File: src/rtl/bbre_pkg.sv
package bbre_pkg;

    localparam int BM_BYTES = 4096;
    localparam int BM_AW    = $clog2(BM_BYTES);
    localparam int BM_CAP   = BM_BYTES * 8;

    localparam logic [2:0] MODE_SET    = 3'd0;
    localparam logic [2:0] MODE_CLEAR  = 3'd1;
    localparam logic [2:0] MODE_INVERT = 3'd2;
    localparam logic [2:0] MODE_FIND   = 3'd3;
    localparam logic [2:0] MODE_COUNT  = 3'd4;
    localparam logic [2:0] MODE_BYTE   = 3'd5;

    typedef struct packed {
        logic clr_step;
        logic load;
        logic rd;
        logic ev;
        logic out_load;
    } t_cmd;

    typedef struct packed {
        logic clr_done;
        logic imm;
        logic again;
        logic done;
    } t_sts;

endpackage

File: src/rtl/bbre_ctrl.sv
module bbre_ctrl (
    input  logic          i_clk,
    input  logic          i_rst_n,
    input  logic          i_in_valid,
    output logic          o_in_stall,
    output logic          o_out_valid,
    input  logic          i_out_stall,
    input  bbre_pkg::t_sts i_sts,
    output bbre_pkg::t_cmd o_cmd
);
    import bbre_pkg::*;

    localparam logic [2:0] S_CLR  = 3'd0;
    localparam logic [2:0] S_IDLE = 3'd1;
    localparam logic [2:0] S_RD   = 3'd2;
    localparam logic [2:0] S_EV   = 3'd3;
    localparam logic [2:0] S_FIN  = 3'd4;

    logic [2:0] r_state, n_state;
    logic       r_ovalid, n_ovalid;
    logic       out_ok;

    assign out_ok = !r_ovalid || !i_out_stall;

    always_comb begin
        o_cmd.clr_step = (r_state == S_CLR);
        o_cmd.load     = (r_state == S_IDLE) && i_in_valid;
        o_cmd.rd       = (r_state == S_RD);
        o_cmd.ev       = (r_state == S_EV);
        o_cmd.out_load = (r_state == S_FIN) && out_ok;
    end

    always_comb begin
        n_state = r_state;
        unique case (r_state)
            S_CLR:  if (i_sts.clr_done) n_state = S_IDLE;
            S_IDLE: if (i_in_valid) n_state = i_sts.imm ? S_FIN : S_RD;
            S_RD:   n_state = S_EV;
            S_EV: begin
                if (i_sts.done) n_state = S_FIN;
                else if (!i_sts.again) n_state = S_RD;
            end
            S_FIN:  if (out_ok) n_state = S_IDLE;
            default: n_state = S_CLR;
        endcase
    end

    always_comb begin
        n_ovalid = r_ovalid;
        if (!i_out_stall) n_ovalid = 1'b0;
        if (o_cmd.out_load) n_ovalid = 1'b1;
    end

    always_ff @(posedge i_clk) begin
        if (!i_rst_n) begin
            r_state  <= S_CLR;
            r_ovalid <= 1'b0;
        end else begin
            r_state  <= n_state;
            r_ovalid <= n_ovalid;
        end
    end

    assign o_in_stall  = (r_state != S_IDLE);
    assign o_out_valid = r_ovalid;

    a_no_overwrite: assert property (@(posedge i_clk) disable iff (!i_rst_n)
        o_cmd.out_load |-> (!r_ovalid || !i_out_stall))
        else $error("result overwritten");
    a_no_load_clr: assert property (@(posedge i_clk) disable iff (!i_rst_n)
        (r_state == S_CLR) |-> !o_cmd.load)
        else $error("item taken during clearing");
    a_fin_valid: assert property (@(posedge i_clk) disable iff (!i_rst_n)
        o_cmd.out_load |=> o_out_valid)
        else $error("result lost");
    a_ev_after_rd: assert property (@(posedge i_clk) disable iff (!i_rst_n)
        o_cmd.rd |=> o_cmd.ev)
        else $error("read not evaluated");

endmodule

File: config.mk
export PLATFORM = sky130hd
export DESIGN_NAME = bbre_ctrl
export DESIGN_NICKNAME = d
export VERILOG_FILES = /design/src/rtl/bbre_pkg.sv /design/src/rtl/bbre_ctrl.sv
export SDC_FILE = /design/constraint.sdc
export NUM_CORES = 1
export LEC_CHECK = 0
export ABC_AREA = 1
export BUFFER_PORTS_ARGS = -buffer_cell sky130_fd_sc_hd__buf_2
export CAP_MARGIN = 20
export CORE_AREA = 8 8 45 47
export CTS_CLUSTER_SIZE = 20
export DETAILED_ROUTE_END_ITERATION = 8
export DIE_AREA = 0 0 53 55
export MAX_ROUTING_LAYER = met4
export PLACE_DENSITY_LB_ADDON = 0.05
export SETUP_SLACK_MARGIN = 0.1
export SYNTH_ARGS = -nofsm -noshare
export SYNTH_HDL_FRONTEND = slang
export SYNTH_SLANG_ARGS = --single-unit
File: constraint.sdc
create_clock -name i_clk -period 1.9 [get_ports i_clk]
set_clock_uncertainty 0.05 [all_clocks]
set_input_delay 0.095 -clock i_clk [delete_from_list [all_inputs] [get_ports i_clk]]
set_output_delay 0.095 -clock i_clk [all_outputs]
set_load 0.01 [all_outputs]
* Word level (Yosys, flattened, before mapping)
Cells that the tools add are included.
Cells by class: add/subtract/negate cells 0, $mul 0, divide/modulo/power cells 0, order comparisons 0, eq/ne operators 10, shifts and indexed selects 0, muxes and demuxes 9, bitwise operators 0, reduce and logical (&&, ||, !) cells 7
Operator list (number):
- 3-bit two-way mux | 6
- 3-bit case mux with 5 select lines | 1
- 3-bit by 2-bit equality test with 1-bit output (second input constant) | 2
- 2-bit != test (second input constant) | 3
- 4-bit AND reduction | 1
- 3-bit by 1-bit equality test with 1-bit output (second input constant) | 1
- 3-bit equality test (second input constant) | 1
- 3-bit logical NOT | 1
- 3-bit by 1-bit != test with 1-bit output (second input constant) | 1
- 3-bit != test (second input constant) | 1
- 1-bit logical AND | 2
- 1-bit logical NOT | 2
- 1-bit two-way mux | 2
- 2-bit by 1-bit != test with 1-bit output (second input constant) | 1
- 1-bit logical OR | 1
Word-level totals: register bits 4, bits in latches 0, memory bits (writable) 0, bits in read-only memories 0, bits of input ports 8, word-level logic and storage cells 28, memories kept 0

* Depth between registers and ports, before layout
Gate-level depths: netlist of run 1.
depth in word-level cells 4, depth in mapped cells 8, depth with buffers taken out 8

* Worst setup path before layout of run 1
No wires, ideal clock.
path kind register to register, start point register r_state[1], end point register r_state[1], library setup time 0.113 ns, data arrival time 0.950 ns, data required time 1.737 ns, path slack 0.787 ns, stages on the path, launching flop included 8, buffers on the path 0, clock period less this slack 1.113 ns, cell sequence dfxtp_1 nand2_2 nor2_2 nand2_1 nand2_1 nor2_2 nor2_1 nor2_1
RTL lines:
- start, declared | line bbre_ctrl.sv:19 | logic [2:0] r_state, n_state;
- start signal, assigned | line bbre_ctrl.sv:59 | r_state <= n_state;

==> results of run 1 <==
## metrics by stage
stage               cells  util (%)  setup slack (ns)  hold slack, ns  cell area [µm²]
global placement       78     26.76            0.6162          0.3190            370.4
CTS                    81     28.39            0.5793         0.07610            392.9
detailed placement     78     26.76            0.6491          0.3220            370.4
floorplan              49         -            0.7870          0.1655            287.8
global route           81     28.39            0.4641         0.08717            392.9
finish                 81     28.39            0.5944         0.07705            392.9
## cell families after synthesis
logic type / synth area share [%]
and+or+nand+nor: 49.57
buffers and inverters: 14.35
DFF: 27.83
AOI/OAI and AO/OA: 8.263
## power breakdown
| part | total, mW | internal (mW) | switching, mW |
|---|---|---|---|
| Combinational | 0.299 | 0.116 | 0.183 |
| Clock | 0.101 | 0.0704 | 0.0308 |
| Sequential | 0.158 | 0.116 | 0.0422 |
## cell usage after synthesis
master / number / share of area (%)
inv_1: 9 / 12
buf_4: 1 / 2.6
nor2_2: 3 / 6.5
a21boi_0: 1 / 2.6
nand4_1: 1 / 2.2
nand2_1: 10 / 13
nand3_1: 4 / 7.0
nand2_2: 1 / 2.2
a31oi_1: 1 / 2.2
a21oi_1: 2 / 3.5
nor3_1: 2 / 3.5
dfxtp_1: 4 / 28
nor2_1: 9 / 12
nand3_2: 1 / 3.5
## registers in the layout, summed over array words and instances, names as in the netlist
signal,count
r_state,3
o_out_valid,1
## critical path, stage by stage, from the launching register on
cell and delay, ns:
dfxtp_1 0.36, nor2_1 0.24, nand2_1 0.11, nor2_1 0.09
buf_2 0.13
## layout make-up
class | count | area [µm²]
inverter | 9 | 33.78
sequential | 4 | 80.08
clock buffer | 3 | 22.52
fill | 166 | 991.0
timing repair buffer | 14 | 70.07
tap | 16 | 20.02
multi-input combinational | 35 | 166.4
## path summary, 6_finish.rpt
check         startpoint           to  slack (ns)
max reg2reg   r_state[1]   r_state[1]        0.66
max           r_state[1]     o_cmd[0]        0.59
min              i_rst_n   r_state[1]        0.08
min reg2reg  o_out_valid  o_out_valid        0.43
## metal layers
layer  track usage [%]  share of wire [%]  vias up
met1             6.061                 43      139
met5                 -                  0        -
met4             5.172                  0        0
met2             9.375                 49        9
li1                  -                  -      184
met3             1.604                8.1        0
==> impl_metrics.yaml, run 1 <==
pwr:
  p_per_area_mw_per_mm2: 1423
  p_total_mw: 0.5590
  leakage_nw: 0.2341
  ir_worst_vdd_uv: 386.9
cts:
  cts_hold_buf: 0
  root_buffer: "clkbuf_4"
  clock_tree.htree_level_count: 1
  cts_sinks: 4
  clock_latency_ns: 0.23
  cts_resized: 0
  ctsLongestPathBuffers: 2
  clk_pin_slew_ns: 0.04
  cts_buffers: 3
  cts_setup_buffers: 0
  cts_tree: "built"
flow_run:
  maxCapViolations: 0
floorplan:
  fp.dieW_um: 53
  die_area_mm2: 0.002915
  io_pins: 15
  die_h_um: 55
  start_util_pct: 20.80
  fp.coreArea_mm2: 0.001384
  fp-row-count: 14
drt:
  vias_per_cell: 4.099
  first_pass_iters: 2
  drtIter0Drc: 5
  remaining_drc_errors: 0
  routedWlPerCell_um: 9.309
  vias: 332
  routed_wl_um: 754
  postRouteAntennaNets: 0
global_routing:
  antenna_found_initial: 0
  track_usage_pct: 5.962
  grt_pass1_vias: 329
  grt_overflow_total: 0
  grt_first_pass_wirelength_um: 1248
  grt_max_degree: 8
yosys:
  syn_avg_cell_area_um2: 5.873
  ys_seq_area_share_pct: 27.83
  synth_warnings: 0
  synth_cells: 49
  ys_ff_latch: 4
  ys_types: 14
  syn-cell-area_um2: 287.8
  synth_nets: 57
setup_path:
  rr_worst_depth: 7
  crit_path_max_fanout: 6
  start_kind: "register"
  critPathArrivalTime_ns: 1.16
  critical_path_class: "register to output pin"
  critPathCaptureType: "output pin"
  cp.required_ns: 1.75
sta:
  slew_headroom_pct: 82.58
  fin_setup_tns_ns: 0
  finalCriticalPeriod_ns: 1.306
  maxSlewViolCount: 0
  hold_violations: 0
  max_freq_mhz: 765.9
  rsz0062_at_grt: "no"
  setup_viol: 0
  tightest_slew_ns: 0.2604
  timing.final.crit_share_pct: 68.72
layout:
  final_cell_mix: "14 x buf_2, 10 x nand2_1, 9 x inv_1, 9 x nor2_1"
  fin_nets: 75
  antennaDiodeCount: 0
  layout_commonest_cell: "buf_2"
  area_growth_pct: 36.52
  drive_gt1_share_pct: 33.85
placed_design:
  gp_congestion: 0.6654
  hpwl_um: 670.1
  port_buffers: 14
hold_path:
  hp-class: "primary input to register"
  whs_path_depth: 3
run_status:
  status: "finished, final reports clean"
Power figures use the tool's default switching activity.
==> run 2: changes to the inputs <==
Clock period 1.9 ns to 1.4 ns, I/O delays scaled along.
==> impl_metrics.yaml, run 2 (synthesis gave the netlist of run 1 again) <==
layout:
  layout_commonest_cell: "buf_2"
  fillers: 175
  area_growth_pct: 39.57
  drive_gt1_share_pct: 41.54
  largest_reg_flops: 3
  antennaDiodeCount: 0
  fin_nets: 75
  final_area_um2: 401.6
  largest_register: "r_state"
  final_util_pct: 29.02
  final_cell_mix: "14 x buf_2, 9 x nand2_1, 9 x inv_1"
global_routing:
  grt_max_degree: 8
  grt_overflow_total: 0
  antenna_found_initial: 0
  track_usage_pct: 6.419
  grt_first_pass_wirelength_um: 1345
  grt_pass1_vias: 334
drt:
  vias: 332
  vias_per_cell: 4.099
  routed_wl_um: 829
  highest_layer: "met3"
  wl_met1_um: 354
  first_pass_iters: 3
  postRouteAntennaNets: 0
  remaining_drc_errors: 0
  wl_met2_um: 418
  drtIter0Drc: 3
  route.met3.wl_um: 56
  routedWlPerCell_um: 10.23
cts:
  cts_buffers: 3
  cts_tree: "built"
  root_buffer: "clkbuf_4"
  cts_hold_buf: 0
  clock_tree.htree_level_count: 1
  ctsLongestPathBuffers: 2
  cts_sinks: 4
  clock_latency_ns: 0.23
  clk_pin_slew_ns: 0.04
  cts_setup_buffers: 0
pwr:
  leakage_nw: 0.2358
  p_total_mw: 0.7931
  ir_worst_vdd_uv: 655.5
  p_per_area_mw_per_mm2: 1975
sta:
  max_freq_mhz: 834.6
  slew_headroom_pct: 87.18
  rsz0062_at_grt: "no"
  setup_viol: 0
  tightest_slew_ns: 0.1914
  timing.final.crit_share_pct: 85.58
  finalCriticalPeriod_ns: 1.198
  maxSlewViolCount: 0
  setup_slack_ns: 0.2019
  hold_violations: 0
  fin_setup_tns_ns: 0
hold_path:
  worstHoldStart: "i_rst_n"
  whs_path_depth: 3
  whs_endpoint: "r_state[1]"
  hp-class: "primary input to register"
setup_path:
  cp.required_ns: 1.28
  critPathArrivalTime_ns: 1.08
  crit_path_max_fanout: 4
  crit_chain: "inv_1 > nor2_2 > nand2_2 > nor2_1 > buf_2"
  crit_slowest_cell: "dfxtp_2"
  r2r_setup_slack_ns: 0.25
  critical_path_class: "register to output pin"
  rr_worst_depth: 7
  r2r-end: "r_state[1]"
  critPathCaptureType: "output pin"
  critPathTopFamily: "flip-flops"
  r2r-start: "r_state[2]"
  path_buf_inv: 2
  crit_start: "r_state[0]"
  start_kind: "register"
  max_stage_delay_ns: 0.35
floorplan:
  fp-row-count: 14
  die_h_um: 55
  io_pins: 15
  start_util_pct: 20.80
  fp.coreArea_mm2: 0.001384
  fp.dieW_um: 53
  die_area_mm2: 0.002915
flow_run:
  maxCapViolations: 0
placed_design:
  gp_congestion: 0.6868
  port_buffers: 14
  pre_cts_slack_ns: 0.1325
  hpwl_um: 705.6
  placement.cell_area_um2: 370.4
run_status:
  status: "finished, final reports clean"
run 2: cell counts in the layout (fill, tap and decap cells not counted):
Identical to the previous run, type by type.
run 2: what timing repair did:
| action | in CTS | in global routing |
|---|---|---|
| endpoints found under the setup margin | 1 | 6 |
| pin swaps | 0 | 0 |
| resized for setup | 1 | 4 |
run 2: power breakdown:
part           internal, mW  switching, mW
sequential            0.166         0.0642
clock                0.0958         0.0461
combinational         0.164          0.257
total                 0.426          0.367
run 2: metrics by stage:
step,hold WS (ns),std cells
after detailed placement,0.2934,78
after global placement,0.2933,78
after global routing,0.05684,81
final,0.04353,81
after floorplan,0.1405,49
after CTS,0.04811,81
run 2: how the worst max path moves through the flow:
stage | endpoint | cells after the start
CTS | r_state[1] | 7
global placement | r_state[1] | 7
detailed placement | r_state[1] | 7
finish | o_cmd[3] | 5
global route | o_cmd[0] | 4
floorplan | r_state[1] | 7
run 2: area by class of cell:
type	instances	area [µm²]	area share (%)
Timing Repair Buffer	14	70.07	17.45
Inverter	9	33.78	8.411
Tap cell	16	20.02	4.984
Multi-Input combinational cell	35	171.4	42.68
Sequential cell	4	83.83	20.87
Clock buffer	3	22.52	5.607
run 2: layer usage:
metal / vias up / GRT usage, %
li1: 185 / -
met2: 9 / 10.16
met3: 0 / 1.604
met1: 138 / 6.687
met5: - / -
met4: 0 / 5.172
run 2: worst reg2reg max path: cells and delay by family, from the launching register on:
kind          cells  cell delay [ns]
simple gates      6             0.50
flops             1             0.40
buf+inv           1             0.09
==> run 3: changes to the inputs <==
Settings changed: ABC_AREA 1 to not set.
==> impl_metrics.yaml, run 3 <==
layout:
  antennaDiodeCount: 0
  fillers: 160
  largest_register: "r_state"
  multi_input_area_um2: 195.2
  fin_nets: 59
  largest_reg_flops: 3
  layout_commonest_cell: "buf_2"
  final_util_pct: 28.75
  drive_gt1_share_pct: 53.06
  register_area_um2: 86.33
  final_cell_mix: "14 x buf_2, 4 x nand2_1, 3 x nor2_1, 3 x clkbuf_4"
  area_growth_pct: 29.27
setup_path:
  crit_end: "o_cmd[3]"
  r2r-start: "r_state[0]"
  r2r-end: "r_state[1]"
  rr_worst_depth: 3
  critical_path_class: "register to output pin"
  start_kind: "register"
  crit_chain: "nor2b_2 > nand2b_1 > nor2_1 > buf_2"
  critPathCaptureType: "output pin"
  critPathArrivalTime_ns: 1.10
  r2r_setup_slack_ns: 0.28
  crit_path_max_fanout: 9
  cp.required_ns: 1.28
  crit_slowest_cell: "dfxtp_4"
  crit_start: "r_state[0]"
  max_stage_delay_ns: 0.38
cts:
  root_buffer: "clkbuf_4"
  clock_tree.htree_level_count: 1
  ctsLongestPathBuffers: 2
  cts_buffers: 3
  cts_sinks: 4
  cts_resized: 3
  cts_hold_buf: 0
  clk_pin_slew_ns: 0.04
  cts_setup_buffers: 0
  cts_tree: "built"
  clock_latency_ns: 0.23
drt:
  remaining_drc_errors: 0
  vias: 308
  first_pass_iters: 2
  vias_per_cell: 4.738
  routedWlPerCell_um: 11.60
  routed_wl_um: 754
  postRouteAntennaNets: 0
  drtIter0Drc: 3
floorplan:
  fp.dieW_um: 53
  io_pins: 15
  fp.coreArea_mm2: 0.001384
  die_area_mm2: 0.002915
  start_util_pct: 22.24
  fp-row-count: 14
  die_h_um: 55
sta:
  max_freq_mhz: 819.4
  slew_headroom_pct: 79.09
  finalCriticalPeriod_ns: 1.220
  hold_slack_ns: 0.05334
  hold_violations: 0
  rsz0062_at_grt: "yes"
  fin_setup_tns_ns: 0
  maxSlewViolCount: 0
  timing.final.crit_share_pct: 87.17
  tightest_slew_ns: 0.3102
  setup_viol: 0
  setup_slack_ns: 0.1796
global_routing:
  track_usage_pct: 6.644
  grt_first_pass_wirelength_um: 1373
  grt_pass1_vias: 326
  grt_max_degree: 13
  grt_overflow_total: 0
  antenna_found_initial: 0
pwr:
  leakage_nw: 0.1767
  p_per_area_mw_per_mm2: 917.7
  ir_worst_vdd_uv: 341.6
run_status:
  status: "finished, final reports clean"
yosys:
  yosys.area.top_type: "dfxtp_1"
  yosys-top-cells-count: "4 x dfxtp_1, 4 x nand2_1, 3 x nor2_1"
  ys.flop_type: "dfxtp_1"
  synth-edff-count: 0
  ys_ff_latch: 4
  ys_types: 23
  syn_avg_cell_area_um2: 8.550
  syn-cell-area_um2: 307.8
  ys_seq_area_share_pct: 26.02
  synth_warnings: 0
  ys_async_sr_fraction_pct: 0
  synth_nets: 44
  synth_top_area_share_pct: 26.02
  ys_top_cells_by_area: "dfxtp_1 26%, nor4_4 6.9%, o41ai_2 5.3%"
  synth_cells: 36
placed_design:
  gp_congestion: 0.6690
  port_buffers: 14
  hpwl_um: 630.7
  pre_cts_slack_ns: 0.1623
hold_path:
  hp-class: "primary input to register"
flow_run:
  maxCapViolations: 0
==> run 3: critical path: cells and delay by family, from the launching register on <==
family / cells / cell delay, ns
and+or+nand+nor: 3 / 0.36
DFF: 1 / 0.38
buffers and inverters: 1 / 0.13
==> run 3: final cells by class <==
class	instances	share of cell area [%]
Clock buffer	3	5.660
Inverter	1	0.9434
Multi-Input combinational cell	27	49.06
Sequential cell	4	21.70
Tap cell	16	5.031
Timing Repair Buffer	14	17.61
==> run 3: worst min path at each step <==
stage,start,end,slack (ns),depth (start not counted)
after global routing,i_rst_n,r_state[0],0.05,2
after detailed placement,i_rst_n,r_state[2],0.30,3
after global placement,i_out_stall,o_out_valid,0.29,3
final,i_rst_n,r_state[2],0.05,3
after floorplan,i_rst_n,r_state[2],0.14,2
after CTS,i_rst_n,r_state[0],0.05,2
==> run 3: through the flow <==
step | instances | instance area [µm²] | power [mW]
floorplan | 36 | 307.8 | 0.2025
global route | 65 | 397.9 | 0.4009
global placement | 62 | 366.6 | 0.2274
finish | 65 | 397.9 | 0.3651
detailed placement | 62 | 366.6 | 0.2263
CTS | 65 | 392.9 | 0.3769
==> run 3: power by group <==
group | switching [mW] | internal [mW] | leakage (nW)
registers | 0.0156 | 0.122 | 0.0341
logic | 0.0416 | 0.0463 | 0.129
clock network | 0.0438 | 0.0957 | 0.0138
total | 0.101 | 0.264 | 0.177
==> run 3: kinds of logic after synthesis <==
family	synth area share (%)
flops	26.02
mux	3.658
buf+inv	11.38
compound gates	19.51
simple gates	39.44
==> run 3: metal layers <==
layer / up-vias / GRT usage (%) / wire length [µm]
li1: 154 / - / -
met1: 145 / 6.231 / 328
met2: 9 / 10.16 / 353
met3: 0 / 3.476 / 72
met4: 0 / 5.172 / 0
met5: - / - / 0
